## config.mk

```make
export PLATFORM = sky130hd
export DESIGN_NAME = printf_field_formatter_core
export DESIGN_NICKNAME = d
export VERILOG_FILES = /design/src/design/pff_pkg.sv /design/src/design/pff_ctrl.sv /design/src/design/pff_datapath.sv /design/src/design/printf_field_formatter_core.sv
export SDC_FILE = /design/constraint.sdc
export NUM_CORES = 1
export LEC_CHECK = 0
export ABC_AREA = 1
export BUFFER_PORTS_ARGS = -buffer_cell sky130_fd_sc_hd__buf_2
export CAP_MARGIN = 20
export CORE_UTILIZATION = 45
export DETAILED_ROUTE_END_ITERATION = 6
export PLACE_DENSITY_LB_ADDON = 0.15
export REMOVE_ABC_BUFFERS = 1
export SLEW_MARGIN = 20
export SYNTH_ARGS = -nofsm -noshare
export SYNTH_HDL_FRONTEND = slang
export SYNTH_HIERARCHICAL = 1
export SYNTH_SLANG_ARGS = --single-unit
```

## constraint.sdc

```tcl
create_clock -name clk -period 13.7 [get_ports clk]
set_input_delay 2.74 -clock clk [delete_from_list [all_inputs] [get_ports clk]]
set_output_delay 2.74 -clock clk [all_outputs]
set_load 0.05 [all_outputs]
```

## src/design/pff_pkg.sv

```systemverilog
// Shared package for the printf field formatter.
// Holds field widths, kind codes, character codes, the control/status structs
// and the character helper functions. No dependencies.
package pff_pkg;

    localparam int VALUE_BITS_DEF = 32;
    localparam int MAX_FIELD_DEF  = 64;

    // port field widths
    localparam int KIND_W  = 3;
    localparam int VALUE_W = 32;
    localparam int FW_W    = 7;
    localparam int PREC_W  = 6;
    localparam int SIGN_W  = 2;
    localparam int CHAR_W  = 8;

    // conversion kinds
    localparam logic [KIND_W-1:0] KIND_SDEC   = 3'd0;
    localparam logic [KIND_W-1:0] KIND_UDEC   = 3'd1;
    localparam logic [KIND_W-1:0] KIND_HEX_LO = 3'd2;
    localparam logic [KIND_W-1:0] KIND_HEX_UP = 3'd3;
    localparam logic [KIND_W-1:0] KIND_CHAR   = 3'd4;
    localparam logic [KIND_W-1:0] KIND_PTR_LO = 3'd5;
    localparam logic [KIND_W-1:0] KIND_PTR_UP = 3'd6;

    // sign modes for non-negative signed decimal
    localparam logic [SIGN_W-1:0] SIGN_NONE  = 2'd0;
    localparam logic [SIGN_W-1:0] SIGN_SPACE = 2'd1;

    // character codes
    localparam logic [CHAR_W-1:0] CH_SPACE  = 8'h20;
    localparam logic [CHAR_W-1:0] CH_ZERO   = 8'h30;
    localparam logic [CHAR_W-1:0] CH_MINUS  = 8'h2D;
    localparam logic [CHAR_W-1:0] CH_PLUS   = 8'h2B;
    localparam logic [CHAR_W-1:0] CH_X_LO   = 8'h78;
    localparam logic [CHAR_W-1:0] CH_X_UP   = 8'h58;
    localparam logic [CHAR_W-1:0] CH_A_LO   = 8'h61;
    localparam logic [CHAR_W-1:0] CH_A_UP   = 8'h41;
    localparam logic [CHAR_W-1:0] CH_LPAREN = 8'h28;
    localparam logic [CHAR_W-1:0] CH_N      = 8'h6E;
    localparam logic [CHAR_W-1:0] CH_I      = 8'h69;
    localparam logic [CHAR_W-1:0] CH_L      = 8'h6C;
    localparam logic [CHAR_W-1:0] CH_RPAREN = 8'h29;

    localparam int NIL_LEN = 5;

    // controller -> datapath commands
    typedef struct packed {
        logic load;
        logic conv_step;
        logic scan_step;
        logic size_step;
        logic emit_step;
    } pff_cmd_t;

    // datapath -> controller status
    typedef struct packed {
        logic mode_none;
        logic need_conv;
        logic need_scan;
        logic conv_last;
        logic scan_hit;
        logic size_empty;
        logic out_free;
        logic emit_last;
    } pff_stat_t;

    function automatic logic [CHAR_W-1:0] digit_char(input logic [3:0] nib, input logic upper);
        logic [CHAR_W-1:0] ch;
        if (nib < 4'd10)
            ch = CH_ZERO + {4'h0, nib};
        else
            ch = (upper ? CH_A_UP : CH_A_LO) + {4'h0, nib} - 8'd10;
        return ch;
    endfunction

    function automatic logic [CHAR_W-1:0] nil_char(input logic [2:0] idx);
        logic [CHAR_W-1:0] ch;
        unique case (idx)
            3'd0:    ch = CH_LPAREN;
            3'd1:    ch = CH_N;
            3'd2:    ch = CH_I;
            3'd3:    ch = CH_L;
            default: ch = CH_RPAREN;
        endcase
        return ch;
    endfunction

endpackage

```

## src/design/pff_ctrl.sv

```systemverilog
// Controller state machine of the printf field formatter.
// Sequences load, decimal conversion, digit scan, sizing and emission.
// Depends on pff_pkg.
module pff_ctrl (
    input  logic                clk,
    input  logic                rst_n,
    input  logic                in_valid,
    output logic                in_stall,
    output pff_pkg::pff_cmd_t   cmd,
    input  pff_pkg::pff_stat_t  stat
);
    import pff_pkg::*;

    typedef enum logic [5:0] {
        ST_IDLE = 6'b000001,
        ST_PREP = 6'b000010,
        ST_CONV = 6'b000100,
        ST_SCAN = 6'b001000,
        ST_SIZE = 6'b010000,
        ST_EMIT = 6'b100000
    } state_t;

    state_t state_reg, state_next;

    always_comb
    begin
        state_next = state_reg;
        cmd        = '0;
        unique case (state_reg)
            ST_IDLE:
            begin
                if (in_valid)
                begin
                    cmd.load   = 1'b1;
                    state_next = ST_PREP;
                end
            end
            ST_PREP:
            begin
                priority if (stat.mode_none) state_next = ST_IDLE;
                else if (stat.need_conv)     state_next = ST_CONV;
                else if (stat.need_scan)     state_next = ST_SCAN;
                else                         state_next = ST_SIZE;
            end
            ST_CONV:
            begin
                cmd.conv_step = 1'b1;
                if (stat.conv_last)
                    state_next = ST_SCAN;
            end
            ST_SCAN:
            begin
                cmd.scan_step = 1'b1;
                if (stat.scan_hit)
                    state_next = ST_SIZE;
            end
            ST_SIZE:
            begin
                cmd.size_step = 1'b1;
                state_next    = stat.size_empty ? ST_IDLE : ST_EMIT;
            end
            ST_EMIT:
            begin
                cmd.emit_step = stat.out_free;
                if (stat.out_free && stat.emit_last)
                    state_next = ST_IDLE;
            end
            default:
            begin
                state_next = ST_IDLE;
            end
        endcase
    end

    assign in_stall = (state_reg != ST_IDLE);

    always_ff @(posedge clk or negedge rst_n)
    begin
        if (!rst_n)
            state_reg <= ST_IDLE;
        else
            state_reg <= state_next;
    end

    // an accepted request always goes through the decode cycle
    a_accept_to_prep: assert property (@(posedge clk) disable iff (!rst_n)
        in_valid && !in_stall |=> state_reg == ST_PREP)
        else $error("accepted request did not enter decode");

endmodule

```

## src/design/pff_datapath.sv

```systemverilog
// Datapath of the printf field formatter: request registers, shift-add
// BCD converter, digit scan, field sizing, segment counters, output register.
// Depends on pff_pkg.
module pff_datapath #(
    parameter int VALUE_BITS = pff_pkg::VALUE_BITS_DEF,
    parameter int MAX_FIELD  = pff_pkg::MAX_FIELD_DEF
) (
    input  logic                          clk,
    input  logic                          rst_n,
    input  logic [pff_pkg::KIND_W-1:0]    kind,
    input  logic [pff_pkg::VALUE_W-1:0]   value,
    input  logic                          left_align,
    input  logic                          zero_pad,
    input  logic [pff_pkg::SIGN_W-1:0]    sign_mode,
    input  logic                          alt_prefix,
    input  logic [pff_pkg::FW_W-1:0]      field_width,
    input  logic                          has_precision,
    input  logic [pff_pkg::PREC_W-1:0]    precision,
    input  pff_pkg::pff_cmd_t             cmd,
    output pff_pkg::pff_stat_t            stat,
    input  logic                          out_stall,
    output logic                          out_valid,
    output logic [pff_pkg::CHAR_W-1:0]    out_char,
    output logic                          last
);
    import pff_pkg::*;

    localparam int DIG_MAX  = (VALUE_BITS * 302) / 1000 + 1;
    localparam int BCD_W    = DIG_MAX * 4;
    localparam int IDX_BITS = $clog2(DIG_MAX);
    localparam int DIG_BITS = $clog2(DIG_MAX + 1);
    localparam int BIT_BITS = $clog2(VALUE_BITS + 1);
    localparam int CNT_BITS = $clog2(MAX_FIELD + DIG_MAX + 3);
    localparam logic [FW_W-1:0]   FW_CAP = FW_W'(MAX_FIELD);
    localparam logic [PREC_W-1:0] PR_CAP = PREC_W'(MAX_FIELD - 2);

    typedef enum logic [2:0] {
        MODE_NONE,
        MODE_DEC,
        MODE_HEX_LO,
        MODE_HEX_UP,
        MODE_CHAR,
        MODE_NIL
    } mode_t;

    mode_t                 mode_reg, mode_next;
    logic                  left_reg, left_next;
    logic                  zero_reg, zero_next;
    logic                  hp_reg, hp_next;
    logic                  want_reg, want_next;
    logic [CNT_BITS-1:0]   w_reg, w_next;
    logic [CNT_BITS-1:0]   pr_reg, pr_next;
    logic [CHAR_W-1:0]     char_reg, char_next;
    logic [VALUE_BITS-1:0] mag_reg, mag_next;
    logic [BCD_W-1:0]      bcd_reg, bcd_next;
    logic [BIT_BITS-1:0]   bit_cnt_reg, bit_cnt_next;
    logic [IDX_BITS-1:0]   scan_idx_reg, scan_idx_next;
    logic [DIG_BITS-1:0]   dig_cnt_reg, dig_cnt_next;
    logic [CNT_BITS-1:0]   sp_cnt_reg, sp_cnt_next;
    logic [1:0]            pfx_cnt_reg, pfx_cnt_next;
    logic [CHAR_W-1:0]     pfx_a_reg, pfx_a_next;
    logic [CHAR_W-1:0]     pfx_b_reg, pfx_b_next;
    logic [CNT_BITS-1:0]   zp_cnt_reg, zp_cnt_next;
    logic [CNT_BITS-1:0]   tot_cnt_reg, tot_cnt_next;
    logic                  out_valid_reg, out_valid_next;
    logic [CHAR_W-1:0]     out_char_reg, out_char_next;
    logic                  last_reg, last_next;

    // request decode
    logic [VALUE_BITS-1:0] val_ext;
    logic                  val_nz;
    logic                  val_neg;
    logic [VALUE_BITS-1:0] ld_mag;
    mode_t                 ld_mode;
    logic [1:0]            ld_pfx_len;
    logic [CHAR_W-1:0]     ld_pfx_a;
    logic [CHAR_W-1:0]     ld_pfx_b;
    logic [FW_W-1:0]       fw_capped;
    logic [PREC_W-1:0]     pr_capped;

    assign val_ext   = VALUE_BITS'(value);
    assign val_nz    = |val_ext;
    assign val_neg   = (kind == KIND_SDEC) && val_ext[VALUE_BITS-1];
    assign ld_mag    = val_neg ? (~val_ext + 1'b1) : val_ext;
    assign fw_capped = (field_width > FW_CAP) ? FW_CAP : field_width;
    assign pr_capped = (precision > PR_CAP) ? PR_CAP : precision;

    always_comb
    begin
        ld_mode    = MODE_NONE;
        ld_pfx_len = 2'd0;
        ld_pfx_a   = CH_ZERO;
        ld_pfx_b   = CH_X_LO;
        unique case (kind)
            KIND_SDEC:
            begin
                ld_mode = MODE_DEC;
                if (val_neg)
                begin
                    ld_pfx_len = 2'd1;
                    ld_pfx_a   = CH_MINUS;
                end
                else if (sign_mode == SIGN_SPACE)
                begin
                    ld_pfx_len = 2'd1;
                    ld_pfx_a   = CH_SPACE;
                end
                else if (sign_mode != SIGN_NONE)
                begin
                    ld_pfx_len = 2'd1;
                    ld_pfx_a   = CH_PLUS;
                end
            end
            KIND_UDEC:
            begin
                ld_mode = MODE_DEC;
            end
            KIND_HEX_LO:
            begin
                ld_mode = MODE_HEX_LO;
                if (alt_prefix && val_nz)
                    ld_pfx_len = 2'd2;
            end
            KIND_HEX_UP:
            begin
                ld_mode  = MODE_HEX_UP;
                ld_pfx_b = CH_X_UP;
                if (alt_prefix && val_nz)
                    ld_pfx_len = 2'd2;
            end
            KIND_CHAR:
            begin
                ld_mode = MODE_CHAR;
            end
            KIND_PTR_LO:
            begin
                ld_mode    = val_nz ? MODE_HEX_LO : MODE_NIL;
                ld_pfx_len = val_nz ? 2'd2 : 2'd0;
            end
            KIND_PTR_UP:
            begin
                ld_mode    = val_nz ? MODE_HEX_UP : MODE_NIL;
                ld_pfx_len = val_nz ? 2'd2 : 2'd0;
                ld_pfx_b   = CH_X_UP;
            end
            default:
            begin
                ld_mode = MODE_NONE;
            end
        endcase
    end

    // shift-add-3 step of the binary to BCD conversion
    logic [BCD_W-1:0] bcd_adj;
    logic [BCD_W-1:0] bcd_dabble;

    always_comb
    begin
        bcd_adj = bcd_reg;
        for (int i = 0; i < DIG_MAX; i++)
        begin
            if (bcd_reg[i*4 +: 4] >= 4'd5)
                bcd_adj[i*4 +: 4] = bcd_reg[i*4 +: 4] + 4'd3;
        end
        bcd_dabble = {bcd_adj[BCD_W-2:0], mag_reg[VALUE_BITS-1]};
    end

    // leading digit search, one digit per cycle from the top
    logic [3:0] scan_digit;
    logic       scan_hit;

    assign scan_digit = bcd_reg[scan_idx_reg*4 +: 4];
    assign scan_hit   = (scan_digit != 4'd0) || (scan_idx_reg == '0);

    // field sizing
    logic                numeric;
    logic [CNT_BITS-1:0] len_ext;
    logic [CNT_BITS-1:0] content;
    logic [CNT_BITS-1:0] size_zp;
    logic [CNT_BITS-1:0] body;
    logic [CNT_BITS-1:0] size_sp;
    logic [CNT_BITS-1:0] size_tot;

    assign numeric = (mode_reg != MODE_CHAR) && (mode_reg != MODE_NIL);
    assign len_ext = CNT_BITS'(dig_cnt_reg);
    assign content = len_ext + CNT_BITS'(pfx_cnt_reg);

    always_comb
    begin
        size_zp = '0;
        if (numeric)
        begin
            if (hp_reg)
                size_zp = (pr_reg > len_ext) ? (pr_reg - len_ext) : '0;
            else if (zero_reg)
                size_zp = (w_reg > content) ? (w_reg - content) : '0;
        end
        body     = content + size_zp;
        size_sp  = (w_reg > body) ? (w_reg - body) : '0;
        size_tot = body + size_sp;
    end

    // character selection for the current position
    logic [DIG_BITS-1:0] dig_m1;
    logic [DIG_BITS-1:0] nil_pos;
    logic [3:0]          emit_nib;
    logic [CHAR_W-1:0]   digit_out;
    logic [CHAR_W-1:0]   emit_ch;
    logic                emit_last;
    logic                out_free;

    assign dig_m1    = dig_cnt_reg - 1'b1;
    assign nil_pos   = DIG_BITS'(NIL_LEN) - dig_cnt_reg;
    assign emit_nib  = bcd_reg[dig_m1[IDX_BITS-1:0]*4 +: 4];
    assign emit_last = (tot_cnt_reg == CNT_BITS'(1));
    assign out_free  = !out_valid_reg || !out_stall;

    always_comb
    begin
        unique case (mode_reg)
            MODE_CHAR:   digit_out = char_reg;
            MODE_NIL:    digit_out = nil_char(nil_pos[2:0]);
            MODE_HEX_UP: digit_out = digit_char(emit_nib, 1'b1);
            default:     digit_out = digit_char(emit_nib, 1'b0);
        endcase
    end

    always_comb
    begin
        mode_next      = mode_reg;
        left_next      = left_reg;
        zero_next      = zero_reg;
        hp_next        = hp_reg;
        want_next      = want_reg;
        w_next         = w_reg;
        pr_next        = pr_reg;
        char_next      = char_reg;
        mag_next       = mag_reg;
        bcd_next       = bcd_reg;
        bit_cnt_next   = bit_cnt_reg;
        scan_idx_next  = scan_idx_reg;
        dig_cnt_next   = dig_cnt_reg;
        sp_cnt_next    = sp_cnt_reg;
        pfx_cnt_next   = pfx_cnt_reg;
        pfx_a_next     = pfx_a_reg;
        pfx_b_next     = pfx_b_reg;
        zp_cnt_next    = zp_cnt_reg;
        tot_cnt_next   = tot_cnt_reg;
        out_valid_next = out_valid_reg;
        out_char_next  = out_char_reg;
        last_next      = last_reg;
        emit_ch        = CH_SPACE;

        if (cmd.load)
        begin
            mode_next     = ld_mode;
            left_next     = left_align;
            zero_next     = zero_pad && !left_align;
            hp_next       = has_precision;
            want_next     = val_nz || !(has_precision && (precision == '0));
            w_next        = CNT_BITS'(fw_capped);
            pr_next       = CNT_BITS'(pr_capped);
            char_next     = value[CHAR_W-1:0];
            mag_next      = ld_mag;
            bcd_next      = (ld_mode == MODE_DEC) ? '0 : BCD_W'(val_ext);
            bit_cnt_next  = BIT_BITS'(VALUE_BITS);
            scan_idx_next = IDX_BITS'(DIG_MAX - 1);
            if (ld_mode == MODE_CHAR)
                dig_cnt_next = DIG_BITS'(1);
            else if (ld_mode == MODE_NIL)
                dig_cnt_next = DIG_BITS'(NIL_LEN);
            else
                dig_cnt_next = '0;
            pfx_cnt_next  = ld_pfx_len;
            pfx_a_next    = ld_pfx_a;
            pfx_b_next    = ld_pfx_b;
            sp_cnt_next   = '0;
            zp_cnt_next   = '0;
            tot_cnt_next  = '0;
        end

        if (cmd.conv_step)
        begin
            bcd_next     = bcd_dabble;
            mag_next     = {mag_reg[VALUE_BITS-2:0], 1'b0};
            bit_cnt_next = bit_cnt_reg - 1'b1;
        end

        if (cmd.scan_step)
        begin
            if (scan_hit)
                dig_cnt_next = DIG_BITS'(scan_idx_reg) + 1'b1;
            else
                scan_idx_next = scan_idx_reg - 1'b1;
        end

        if (cmd.size_step)
        begin
            zp_cnt_next  = size_zp;
            sp_cnt_next  = size_sp;
            tot_cnt_next = size_tot;
        end

        if (cmd.emit_step)
        begin
            priority if (!left_reg && (sp_cnt_reg != '0))
            begin
                emit_ch     = CH_SPACE;
                sp_cnt_next = sp_cnt_reg - 1'b1;
            end
            else if (pfx_cnt_reg != 2'd0)
            begin
                emit_ch      = pfx_a_reg;
                pfx_a_next   = pfx_b_reg;
                pfx_cnt_next = pfx_cnt_reg - 1'b1;
            end
            else if (zp_cnt_reg != '0)
            begin
                emit_ch     = CH_ZERO;
                zp_cnt_next = zp_cnt_reg - 1'b1;
            end
            else if (dig_cnt_reg != '0)
            begin
                emit_ch      = digit_out;
                dig_cnt_next = dig_m1;
            end
            else
            begin
                emit_ch     = CH_SPACE;
                sp_cnt_next = sp_cnt_reg - 1'b1;
            end
            tot_cnt_next   = tot_cnt_reg - 1'b1;
            out_valid_next = 1'b1;
            out_char_next  = emit_ch;
            last_next      = emit_last;
        end
        else if (!out_stall)
        begin
            out_valid_next = 1'b0;
        end
    end

    always_ff @(posedge clk or negedge rst_n)
    begin
        if (!rst_n)
        begin
            mode_reg      <= MODE_NONE;
            bit_cnt_reg   <= '0;
            scan_idx_reg  <= '0;
            dig_cnt_reg   <= '0;
            sp_cnt_reg    <= '0;
            pfx_cnt_reg   <= 2'd0;
            zp_cnt_reg    <= '0;
            tot_cnt_reg   <= '0;
            out_valid_reg <= 1'b0;
        end
        else
        begin
            mode_reg      <= mode_next;
            bit_cnt_reg   <= bit_cnt_next;
            scan_idx_reg  <= scan_idx_next;
            dig_cnt_reg   <= dig_cnt_next;
            sp_cnt_reg    <= sp_cnt_next;
            pfx_cnt_reg   <= pfx_cnt_next;
            zp_cnt_reg    <= zp_cnt_next;
            tot_cnt_reg   <= tot_cnt_next;
            out_valid_reg <= out_valid_next;
        end
    end

    always_ff @(posedge clk)
    begin
        left_reg     <= left_next;
        zero_reg     <= zero_next;
        hp_reg       <= hp_next;
        want_reg     <= want_next;
        w_reg        <= w_next;
        pr_reg       <= pr_next;
        char_reg     <= char_next;
        mag_reg      <= mag_next;
        bcd_reg      <= bcd_next;
        pfx_a_reg    <= pfx_a_next;
        pfx_b_reg    <= pfx_b_next;
        out_char_reg <= out_char_next;
        last_reg     <= last_next;
    end

    always_comb
    begin
        stat.mode_none  = (mode_reg == MODE_NONE);
        stat.need_conv  = (mode_reg == MODE_DEC) && want_reg;
        stat.need_scan  = ((mode_reg == MODE_DEC) || (mode_reg == MODE_HEX_LO) ||
                           (mode_reg == MODE_HEX_UP)) && want_reg;
        stat.conv_last  = (bit_cnt_reg == BIT_BITS'(1));
        stat.scan_hit   = scan_hit;
        stat.size_empty = (size_tot == '0);
        stat.out_free   = out_free;
        stat.emit_last  = emit_last;
    end

    assign out_valid = out_valid_reg;
    assign out_char  = out_char_reg;
    assign last      = last_reg;

    // total count matches the segment counters once sizing is done
    a_size_total: assert property (@(posedge clk) disable iff (!rst_n)
        cmd.size_step |=> tot_cnt_reg == sp_cnt_reg + zp_cnt_reg +
                          CNT_BITS'(pfx_cnt_reg) + CNT_BITS'(dig_cnt_reg))
        else $error("field total disagrees with segment counts");

    // the final character leaves every segment drained
    a_last_drains: assert property (@(posedge clk) disable iff (!rst_n)
        cmd.emit_step && emit_last |=> sp_cnt_reg == '0 && zp_cnt_reg == '0 &&
                                       pfx_cnt_reg == 2'd0 && dig_cnt_reg == '0)
        else $error("segments left over after last character");

    // the converter consumes every magnitude bit
    a_conv_drained: assert property (@(posedge clk) disable iff (!rst_n)
        cmd.conv_step && (bit_cnt_reg == BIT_BITS'(1)) |=> mag_reg == '0)
        else $error("magnitude bits left after conversion");

endmodule

```

## src/design/printf_field_formatter_core.sv

```systemverilog
// Top level of the printf field formatter: controller plus datapath.
// Depends on pff_pkg, pff_ctrl and pff_datapath.
//
// Usage:
//   Input channel (in_valid / in_stall) carries one parsed integer-style
//   conversion request: kind, value, flags, field_width, precision.
//   Output channel (out_valid / out_stall) returns the field one character
//   per transfer in out_char, with last set on its final character. A field
//   that formats to nothing (kind seven, or zero width with no digits and no
//   sign) returns no transfers at all.
// Sequencing:
//   One request at a time. After acceptance: a decode step, then, if digits
//   are wanted, shift-add-3 BCD conversion of all VALUE_BITS bits for decimal
//   kinds and a leading-digit scan from the top digit down (decimal and hex),
//   then a sizing step, then the characters one by one. in_stall drops again
//   as soon as the last character is in the output register, so the next
//   request is taken while that character waits.
// Reset: rst_n is asynchronous; the block comes up idle, output empty.
// Stall: when out_stall is high with a character waiting, the output register
//   holds it and the character sequencer waits; nothing is dropped.
module printf_field_formatter_core #(
    parameter int VALUE_BITS = pff_pkg::VALUE_BITS_DEF,
    parameter int MAX_FIELD  = pff_pkg::MAX_FIELD_DEF
) (
    input  logic                          clk,
    input  logic                          rst_n,
    input  logic                          in_valid,
    output logic                          in_stall,
    input  logic [pff_pkg::KIND_W-1:0]    kind,
    input  logic [pff_pkg::VALUE_W-1:0]   value,
    input  logic                          left_align,
    input  logic                          zero_pad,
    input  logic [pff_pkg::SIGN_W-1:0]    sign_mode,
    input  logic                          alt_prefix,
    input  logic [pff_pkg::FW_W-1:0]      field_width,
    input  logic                          has_precision,
    input  logic [pff_pkg::PREC_W-1:0]    precision,
    output logic                          out_valid,
    input  logic                          out_stall,
    output logic [pff_pkg::CHAR_W-1:0]    out_char,
    output logic                          last
);
    import pff_pkg::*;

    // command and status between sequencer and datapath
    pff_cmd_t  cmd;
    pff_stat_t stat;

    pff_ctrl u_ctrl (
        .clk      (clk),
        .rst_n    (rst_n),
        .in_valid (in_valid),
        .in_stall (in_stall),
        .cmd      (cmd),
        .stat     (stat)
    );

    // value is taken VALUE_BITS wide; width capped to MAX_FIELD, precision to MAX_FIELD - 2
    pff_datapath #(
        .VALUE_BITS (VALUE_BITS),
        .MAX_FIELD  (MAX_FIELD)
    ) u_datapath (
        .clk           (clk),
        .rst_n         (rst_n),
        .kind          (kind),
        .value         (value),
        .left_align    (left_align),
        .zero_pad      (zero_pad),
        .sign_mode     (sign_mode),
        .alt_prefix    (alt_prefix),
        .field_width   (field_width),
        .has_precision (has_precision),
        .precision     (precision),
        .cmd           (cmd),
        .stat          (stat),
        .out_stall     (out_stall),
        .out_valid     (out_valid),
        .out_char      (out_char),
        .last          (last)
    );

endmodule

```

==> After elaboration in Yosys (flattened, before gate mapping) <==
Index checks and enable logic that the tools add are counted.
{ "word_totals": {"mem_bits_rw": 0, "in_bits": 58, "mem_bits_ro": 0, "wordCells": 246, "regBits": 169, "out_inout_bits": 11, "latch_bits": 0, "n_memories": 0} }
{ "classes": {"n_eq_ne": 34, "n_reduce_logical": 39, "bitwise": 1, "add_sub_neg": 31, "shift": 2, "n_mul": 0, "n_div": 0, "muxes": 99, "order_cmp": 16} }
{ "ops": {"columns": ["operator", "n"], "rows": [
  ["$mux 7", 22],
  ["$mux 32", 4],
  ["$mux 8", 12],
  ["$mux 4", 21],
  ["$mux 40", 2],
  ["$shiftx 40x7->4", 2],
  ["$mux 6", 10],
  ["$ge 4x3->1 const B", 10],
  ["$add 4x2->4 const B", 9],
  ["$pmux 6 s6", 1],
  ["$add 32x1->32 const B", 1],
  ["$not 32->32", 1],
  ["$reduce_or 32->1", 1],
  ["$pmux 7 s4", 1],
  ["$pmux 8 s3", 1],
  ["$eq 3x3->1 const B", 7],
  ["$sub 7x1->7 const B", 3],
  ["$eq 3x2->1 const B", 6],
  ["$pmux 3 s6", 1],
  ["$add 7x4->8 const A", 2],
  ["$mux 2", 8],
  ["$sub 8x4->8 const B", 2],
  ["$add 7x7->7", 2],
  ["$gt 7x7->1", 2],
  ["44 further kinds", 91]
]} }

==> Longest topological paths before layout <==
{ "depth": {"ltp_word": 15, "depth_mapped": 48} }

==> Modules after synthesis <==
Netlist, hierarchy kept.
{ "modules_own_cells": {"columns": ["module", "area_each_um2", "seq_area_each_um2", "instances", "cells_each"], "rows": [
  ["pff_datapath", 11090.6, 4389.2, 1, 1406],
  ["pff_ctrl", 457.9, 151.4, 1, 70]
]} }

==> Least setup slack after synthesis <==
OpenSTA, ideal clock, no wires.
{ "synth_timing": {"path_type": "input-to-reg", "start": "input port in_valid", "end": "register u_datapath.bcd_reg[0], enable pin", "path_stages": 5, "setup_ps": 433, "t_required_ps": 13267, "path_slack_ps": 7304, "arrival_time_ps": 5963, "path_buffers": 1, "cell_sequence": "inv_1 > nor2_1 > clkbuf_1 > inv_1 > nand2_1"} }
{ "synth_lines": {"columns": ["element", "line_no", "text"], "rows": [
  ["start, declared", "printf_field_formatter_core.sv:27", "input logic in_valid,"],
  ["end signal, assigned", "pff_datapath.sv:381", "bcd_reg <= bcd_next;"],
  ["end, declared", "pff_datapath.sv:55", "logic [BCD_W-1:0] bcd_reg, bcd_next;"]
]} }

==> impl_metrics.tcl <==
set metrics [dict create \
    clkPwrFrac_pct 15.6 \
    ys_warn_count 6 \
    first_pass_iters 7 \
    seq_area_frac_synth_pct 39.32 \
    cts_sinks 162 \
    crit_slowest_cell "fa_1" \
    r2r_setup_slack_ns 6.45 \
    critPathLaunch "u_datapath/dig_cnt_reg[0]" \
    drtIter0Drc 730 \
    dp_hpwl_um 22370 \
    root_buffer "clkbuf_16" \
    ant_nets 0 \
    remaining_drc_errors 0 \
    p_sw_share_pct 49.01 \
    synth_cells 1476 \
    wl_um 30140 \
    worstSetupStartpointType "register" \
    grt.total_usage_pct 23.93 \
    hold_viol 0 \
    start_util_pct 45.86 \
    r2r-end "u_ctrl/state_reg[0]" \
    avgSynthCellArea_um2 7.824 \
    r2r_cells 46 \
    h-tree-depth 4 \
    internal-power_mw 1.661 \
    power.leakage_nw 5.694 \
    core_region_area_um2 25180 \
    die-height_um 162.2 \
    clk_pin_slew_ns 0.07 \
    p_sw_mw 1.596 \
    dp_slack_ns 6.556 \
    cts_setup_buffers 0 \
    synth_area_um2 11550 \
    synth_largest_area_cell "edfxtp_1" \
    hp-class "register to register" \
    clock_path_buffers 2 \
    die-area_um2 26310 \
    antennaDiodeCount 0 \
    antenna_found_initial 0 \
    finClkSkew_ns 0.01513 \
    critPathMostFrequentCell "nand2_1" \
    vdd_drop_max_uv 218.4 \
    max-cap-violations 0 \
    fin_cells 1870 \
    finalSetupViolCount 0 \
    placementRows 58 \
    final_common_cell "nand2_1" \
    cp_slowest_stage_delay_ns 0.43 \
    fin_crit_ns 7.250 \
    cts_resized 0 \
    layout_setup_ws_ns 6.450 \
    placed_cells 1838 \
    grt_first_pass_wirelength_um 49820 \
    timing.hold.ws_ns 0.4341 \
    tns_ns 0 \
    clock_latency_ns 0.44 \
    synthTopCellsByArea "edfxtp_1, dfrtp_1, nand2_1" \
    cp.required_ns 14.08 \
    endpoint "u_ctrl/state_reg[0]" \
    syn2layout_area_growth_pct 10.99 \
    finalCritPeriodShare_pct 52.92 \
    hold_buffers 0 \
    layout_common_cells "nand2_1, inv_1, nor2_1" \
    drive_above_1_share_pct 10.26 \
    num_io_pins 69 \
    hold_depth 2 \
    largest_reg_flops 40 \
    gpl.final_weighted_congestion 0.8704 \
    crit_fanout 37 \
    p_seq_share_pct 25.8 \
    wl_per_cell_um 16.12 \
    relSlewSlack_pct 29.25 \
    r2r_start "u_datapath/dig_cnt_reg[0]" \
    p_per_area_nw_per_um2 254.1 \
    power_frac_comb_pct 58.6 \
    cp-end-kind "register" \
    grt_overflow 0 \
    grt_pass1_vias 9881 \
    viasPerCell 5.439 \
    slew_viol_final 0 \
    outcome "completed" \
    crit_type "register to register" \
    numCtsBuffers 17 \
    vias 10171 \
    fin_nets 1654 \
    die_x_um 162.2 \
    fmax_mhz 137.9 \
    arrival_ns 7.63 \
    rsz0062_at_grt "no" \
    yosysUniqueCellTypes 62 \
    cts_tree "yes" \
    portBuffers 68 \
    synth-seq-cells 162 \
    worst_pin_slew_ns 1.056 \
    synth_top_area_share_pct 27.56 \
    grt_max_degree 75 \
]
[synthesized netlist by cell type, drive strengths merged]
master,count
nand2,258
inv,213
nor2,162
o21ai,144
edfxtp,106
nand3,98
a21oi,91
ha,63
dfrtp,46
clkbuf,40
xor2,38
nor3,35
o31ai,28
o211ai,21
a31oi,20
nand4,19
dfxtp,9
nor4,9
or2,8
a211oi,7
xnor2,7
fa,6
a32o,5
buf,5
clkinv,5
o221ai,4
o311ai,4
a32oi,3
o21bai,3
o22ai,3
a21boi,2
mux2i,2
nor3b,2
a2111oi,1
a21o,1
a22o,1
a22oi,1
dfstp,1
o211a,1
o21a,1
o22a,1
o32ai,1
or4,1
[cells by family after synthesis]
kind of cell | share of synthesized area, %
xor gates and xnor gates | 3.543
adders and majority gates | 7.866
muxes | 0.1734
buffers and inverters | 8.722
and+or+nand+nor | 22.90
AOI/OAI and AO/OA | 17.48
DFF | 39.32
[stage by stage]
stage               utilization [%]  power [mW]  cell area [µm²]
floorplan                         -       2.275            11360
global placement              48.43       2.693            12200
detailed placement            48.43       2.732            12200
CTS                           50.90       3.261            12820
global route                  50.90       3.566            12820
finish                        50.90       3.257            12820
[per-layer routing]
metal	share of wire, %	global-route usage [%]
met1	44	29.94
met2	50	41.69
met3	3.8	3.652
met4	2.4	8.576
met5	0	0
[worst min-delay path by stage]
stage | from | endpoint | slack, ns
after floorplan | u_datapath/pfx_a_reg[7] | u_datapath/pfx_a_reg[7] | 0.41
after global placement | u_datapath/pfx_a_reg[7] | u_datapath/pfx_a_reg[7] | 0.42
after detailed placement | u_datapath/pfx_a_reg[7] | u_datapath/pfx_a_reg[7] | 0.42
after CTS | u_datapath/pfx_a_reg[7] | u_datapath/pfx_a_reg[7] | 0.44
after global routing | u_datapath/pfx_a_reg[7] | u_datapath/pfx_a_reg[7] | 0.45
final | u_datapath/pfx_a_reg[7] | u_datapath/pfx_a_reg[7] | 0.43
[worst max-delay path: cells and delay by family (launching register included)]
family	cells	cell delay (ns)
adders and majority gates	7	2.40
and+or+nand+nor	22	2.23
buffers and inverters	7	0.67
xor gates and xnor gates	3	0.62
AOI/OAI and AO/OA	7	0.91
DFF	1	0.36
[power groups by stage]
| stage | registers, mW | logic [mW] | clock network [mW] |
|---|---|---|---|
| finish | 0.841 | 1.91 | 0.509 |
| global route | 0.860 | 2.16 | 0.544 |
| CTS | 0.841 | 1.90 | 0.522 |
| detailed placement | 0.850 | 1.88 | 0 |
| global placement | 0.848 | 1.85 | 0 |
| floorplan | 0.826 | 1.45 | 0 |
[final cells by class]
cell class | instances | area, µm²
well taps | 330 | 412.9
repair buffers | 77 | 407.9
multi-input cells | 1051 | 6016
flip-flops and latches | 162 | 4541
clock inverters | 13 | 167.7
clock buffers | 19 | 454.2
fillers | 2383 | 12360
inverters | 218 | 818.3
Note: power is estimated with default switching activity, not from simulation.
